===== config.mk =====
export PLATFORM = sky130hd
export DESIGN_NAME = rmq_sqrt
export DESIGN_NICKNAME = d
export VERILOG_FILES = /design/src/rtl/core/rmq_sqrt.sv
export SDC_FILE = /design/constraint.sdc
export NUM_CORES = 1
export LEC_CHECK = 0
export ABC_AREA = 1
export BUFFER_PORTS_ARGS = -buffer_cell sky130_fd_sc_hd__buf_2
export CAP_MARGIN = 5
export CORE_ASPECT_RATIO = 0.8
export CORE_MARGIN = 2
export CORE_UTILIZATION = 60
export DETAILED_ROUTE_END_ITERATION = 10
export PLACE_DENSITY = 0.76
export RECOVER_POWER = 25
export SLEW_MARGIN = 5
export SYNTH_ARGS = -nofsm -noshare
export SYNTH_HDL_FRONTEND = slang
export SYNTH_SLANG_ARGS = --single-unit

===== constraint.sdc =====
create_clock -name clk -period 3.4 [get_ports clk]
set_clock_uncertainty 0.05 [all_clocks]
set_input_delay 0.51 -clock clk [delete_from_list [all_inputs] [get_ports clk]]
set_output_delay 0.51 -clock clk [all_outputs]
set_load 0.01 [all_outputs]

===== src/rtl/core/rmq_sqrt.sv =====
`timescale 1ns / 1ps

module rmq_sqrt #(
    parameter int AW     = 24,
    parameter int FB     = 16,
    parameter int SW     = 19,
    parameter int SIDE_W = 8
) (
    input  logic                 clk,
    input  logic                 rst_n,
    input  logic                 adv,
    input  logic                 in_valid,
    input  logic signed [AW-1:0] arg,
    input  logic [SIDE_W-1:0]    side_in,
    output logic                 out_valid,
    output logic [SW-1:0]        root,
    output logic [SIDE_W-1:0]    side_out
);

    localparam int RW = 2 * SW;

    logic [RW-1:0]     rad_reg  [SW];
    logic [SW+1:0]     rem_reg  [SW+1];
    logic [SW-1:0]     root_reg [SW+1];
    logic [SIDE_W-1:0] side_reg [SW+1];
    logic              vld_reg  [SW+1];
    logic [RW-1:0]     rad_in;

    // Clamp a non-positive argument to zero, then scale by 2^FB
    always_comb
    begin
        if (arg <= 0)
        begin
            rad_in = '0;
        end
        else
        begin
            rad_in = RW'({arg[AW-2:0], {FB{1'b0}}});
        end
    end

    always_ff @(posedge clk or negedge rst_n)
    begin
        if (!rst_n)
        begin
            vld_reg[0] <= 1'b0;
        end
        else if (adv)
        begin
            vld_reg[0] <= in_valid;
        end
    end

    always_ff @(posedge clk)
    begin
        if (adv)
        begin
            rad_reg[0]  <= rad_in;
            rem_reg[0]  <= '0;
            root_reg[0] <= '0;
            side_reg[0] <= side_in;
        end
    end

    // One result bit per stage: bring down two radicand bits, try (root << 2) | 1
    for (genvar t = 1; t <= SW; t++)
    begin : g_stage
        logic [SW+3:0] rem_x;
        logic [SW+3:0] trial;
        logic          take;

        always_comb
        begin
            rem_x = {rem_reg[t-1], rad_reg[t-1][RW-1:RW-2]};
            trial = (SW+4)'({root_reg[t-1], 2'b01});
            take  = (rem_x >= trial);
        end

        always_ff @(posedge clk or negedge rst_n)
        begin
            if (!rst_n)
            begin
                vld_reg[t] <= 1'b0;
            end
            else if (adv)
            begin
                vld_reg[t] <= vld_reg[t-1];
            end
        end

        always_ff @(posedge clk)
        begin
            if (adv)
            begin
                rem_reg[t]  <= take ? (SW+2)'(rem_x - trial) : (SW+2)'(rem_x);
                root_reg[t] <= {root_reg[t-1][SW-2:0], take};
                side_reg[t] <= side_reg[t-1];
            end
        end

        if (t < SW)
        begin : g_rad
            always_ff @(posedge clk)
            begin
                if (adv)
                begin
                    rad_reg[t] <= {rad_reg[t-1][RW-3:0], 2'b00};
                end
            end
        end
    end

    assign out_valid = vld_reg[SW];
    assign root      = root_reg[SW];
    assign side_out  = side_reg[SW];

endmodule


==> results.py <==
metrics = {
    "clock_network": {
        "worstSkewPairLatency_ns": 0.64,
        "post-cts-setup-buffer-count": 0,
        "ctsResizeCount": 0,
        "cts_inserted_buffers": 83,
        "clock-sinks": 847,
        "path_clk_slew_ns": 0.06,
        "cts_buffer_depth": 3,
        "cts-root-buf": "clkbuf_16",
        "cts_tree": "done",
        "h-tree-depth": 3,
        "ctsHoldBuffers": 9,
    },
    "global_route": {
        "grt-ovfl-total": 0,
        "antenna_found_initial": 2,
        "grt_pass1_wl_microns": 155000,
        "grt_pass1_vias": 29174,
        "grtUsageTotal_pct": 25.7,
        "grt_max_degree": 116,
    },
    "timing": {
        "tns_ns": 0,
        "fmax_mhz": 383,
        "maxSlewViolCount": 0,
        "final-setup-viol-count": 0,
        "hold_viol": 0,
        "rsz0062_at_grt": "false",
        "layout_min_cycle_time_ns": 2.61,
        "worst_pin_slew_ns": 1.06,
        "timing.final.crit_share_pct": 76.9,
        "holdWs_ns": 0.0768,
        "slew-limit-headroom_pct": 29.5,
    },
    "detailed_routing": {
        "route.met3.wl_microns": 7390,
        "topRoutingLayerUsed": "met4",
        "drt_iter0_markers": 3125,
        "antenna_left": 0,
        "wl_met2_microns": 39900,
        "routedWlPerCell_microns": 16.2,
        "num_vias": 31533,
        "drc": 0,
        "vias_per_cell": 5.31,
        "drt_pass1_iterations": 7,
        "wl_met1_microns": 47300,
        "wirelength_microns": 96300,
    },
    "finish": {
        "fillers": 5956,
        "layout.nets": 5109,
        "drive_gt1_share_pct": 7.49,
        "mostFrequentLayoutCell": "nand2_1",
        "final_cell_mix": "1353 x nand2_1, 827 x edfxtp_1, 738 x inv_1",
        "antenna_cells": 0,
        "area_growth_pct": 9.53,
        "largest_reg_flops": 345,
    },
    "critical_path": {
        "critPathMaxFanout": 31,
        "cp_top_family": "simple AND/OR/NAND/NOR gates",
        "crit_buf_inv": 1,
        "worstPathCellList": "ha_1 -> nand2_2 -> inv_1 -> nand2_1 -> nand2_1 -> nand2_1 -> nand2_1 -> nand2_1 -> nand3_2 -> nand2_1 -> o21ai_0",
        "cp_slowest_stage_delay_ns": 0.52,
        "end_kind": "register",
        "slowest_stage": "nand3_2",
        "critical_path_arrival_ns": 2.93,
        "required_ns": 3.71,
        "setup.worst_path.start_class": "register",
        "path_class": "register to register",
        "crit_top_cell": "nand2_1",
    },
    "die": {
        "row_count": 89,
        "die_w_microns": 309,
        "die-area_sq_um": 76600,
        "die_h_microns": 248,
        "pin_count": 64,
        "core_area_sq_um": 73700,
        "start_util_pct": 60.5,
    },
    "synth": {
        "ys_warn_count": 0,
        "synth-edff-count": 827,
        "async_flop_share_pct": 2.36,
        "syn_inst": 4737,
        "ys.flop_type": "edfxtp_1",
        "ys_ff_latch": 847,
        "ys_types": 48,
        "syn_area_sq_um": 44600,
        "ys_seq_area_share_pct": 56.8,
        "synth_nets": 4975,
        "synth_area_per_cell_sq_um": 9.42,
    },
    "pwr": {
        "peakVddDrop_uv": 449,
        "p_per_area_nw_per_um2": 560,
        "power_leakage_nw": 21.5,
        "p_total_mw": 27.4,
    },
    "status": {
        "status": "completed",
    },
    "place": {
        "dp.final_hpwl_microns": 72000,
        "place.gp.congestion": 0.959,
        "io_buffers": 63,
    },
    "job": {
        "maxCapViolations": 0,
    },
    "worst_hold_path": {
        "hp-class": "input pin to register",
    },
}
layer usage:
metal | vias up | GRT usage (%)
met5 | - | 0
met4 | 0 | 5.25
met3 | 132 | 4.48
met2 | 1045 | 37.0
met1 | 14528 | 40.8
li1 | 15828 | -
synthesized netlist by cell type, drive strengths merged, types with 4 or more instances:
| master | instances | area (sq um) |
|---|---|---|
| a21oi | 196 | 1080 |
| and2 | 8 | 50.1 |
| and3 | 4 | 25.0 |
| buf | 44 | 417 |
| clkbuf | 6 | 22.5 |
| dfrtp | 20 | 500 |
| edfxtp | 827 | 24800 |
| fa | 7 | 140 |
| ha | 195 | 2440 |
| inv | 763 | 2870 |
| nand2 | 1373 | 5200 |
| nand3 | 287 | 1550 |
| nand3b | 48 | 360 |
| nand4 | 74 | 463 |
| nor2 | 474 | 1930 |
| nor3 | 40 | 210 |
| o21ai | 197 | 1050 |
| o21bai | 6 | 48.8 |
| or2 | 7 | 43.8 |
| xnor2 | 78 | 683 |
| xor2 | 72 | 631 |
area by class of cell:
cell class	instances	area [sq um]	area share, %
Sequential cell	847	25300	51.8
Multi-Input combinational cell	3077	16000	32.7
Inverter	763	2870	5.87
Clock buffer	88	2120	4.33
Tap cell	1001	1250	2.56
Timing Repair Buffer	99	728	1.49
Clock inverter	63	594	1.22
worst paths after layout:
kind	slack, ns	endpoint	start	cells past startpoint
worst min register to register	0.35	side_reg[3][18]$_DFFE_PP_	side_reg[3][10]$_DFFE_PP_	0
worst max-delay path	0.79	rem_reg[15][14]$_DFFE_PP_	rem_reg[14][8]$_DFFE_PP_	11
worst max register to register	0.79	rem_reg[15][14]$_DFFE_PP_	rem_reg[14][8]$_DFFE_PP_	11
worst min-delay path	0.08	side_reg[0][7]$_DFFE_PP_	side_in[7]	1
min in group asynchronous	0.53	out_valid$_DFFE_PN0P_	rst_n	2
max in group asynchronous	2.13	vld_reg[15]$_DFFE_PN0P_	rst_n	2
cells by family after synthesis:
logic type                 Yosys count  synth area share [%]
AOI/OAI and AO/OA                  404                  4.97
xor gates and xnor gates           150                  2.94
buffers and inverters              813                  7.41
adders and majority gates          202                  5.78
and+or+nand+nor                   2320                  22.1
other                                1               0.00840
DFF                                847                  56.8
metrics by stage:
stage	std cells	utilization [%]	area [sq um]	worst slack, ns
floorplan	4737	-	44600	1.34
global placement	5778	62.5	46100	0.894
detailed placement	5778	62.5	46100	0.799
CTS	5938	66.3	48900	0.792
global route	5938	66.3	48900	0.532
finish	5938	66.3	48900	0.786
power by group:
part,switching (mW),total [mW],internal (mW)
Combinational,3.14,4.78,1.64
Clock,3.99,9.17,5.17
Sequential,0.698,13.4,12.7
Total,7.83,27.4,19.5
Note: power is estimated with default switching activity, not from simulation.
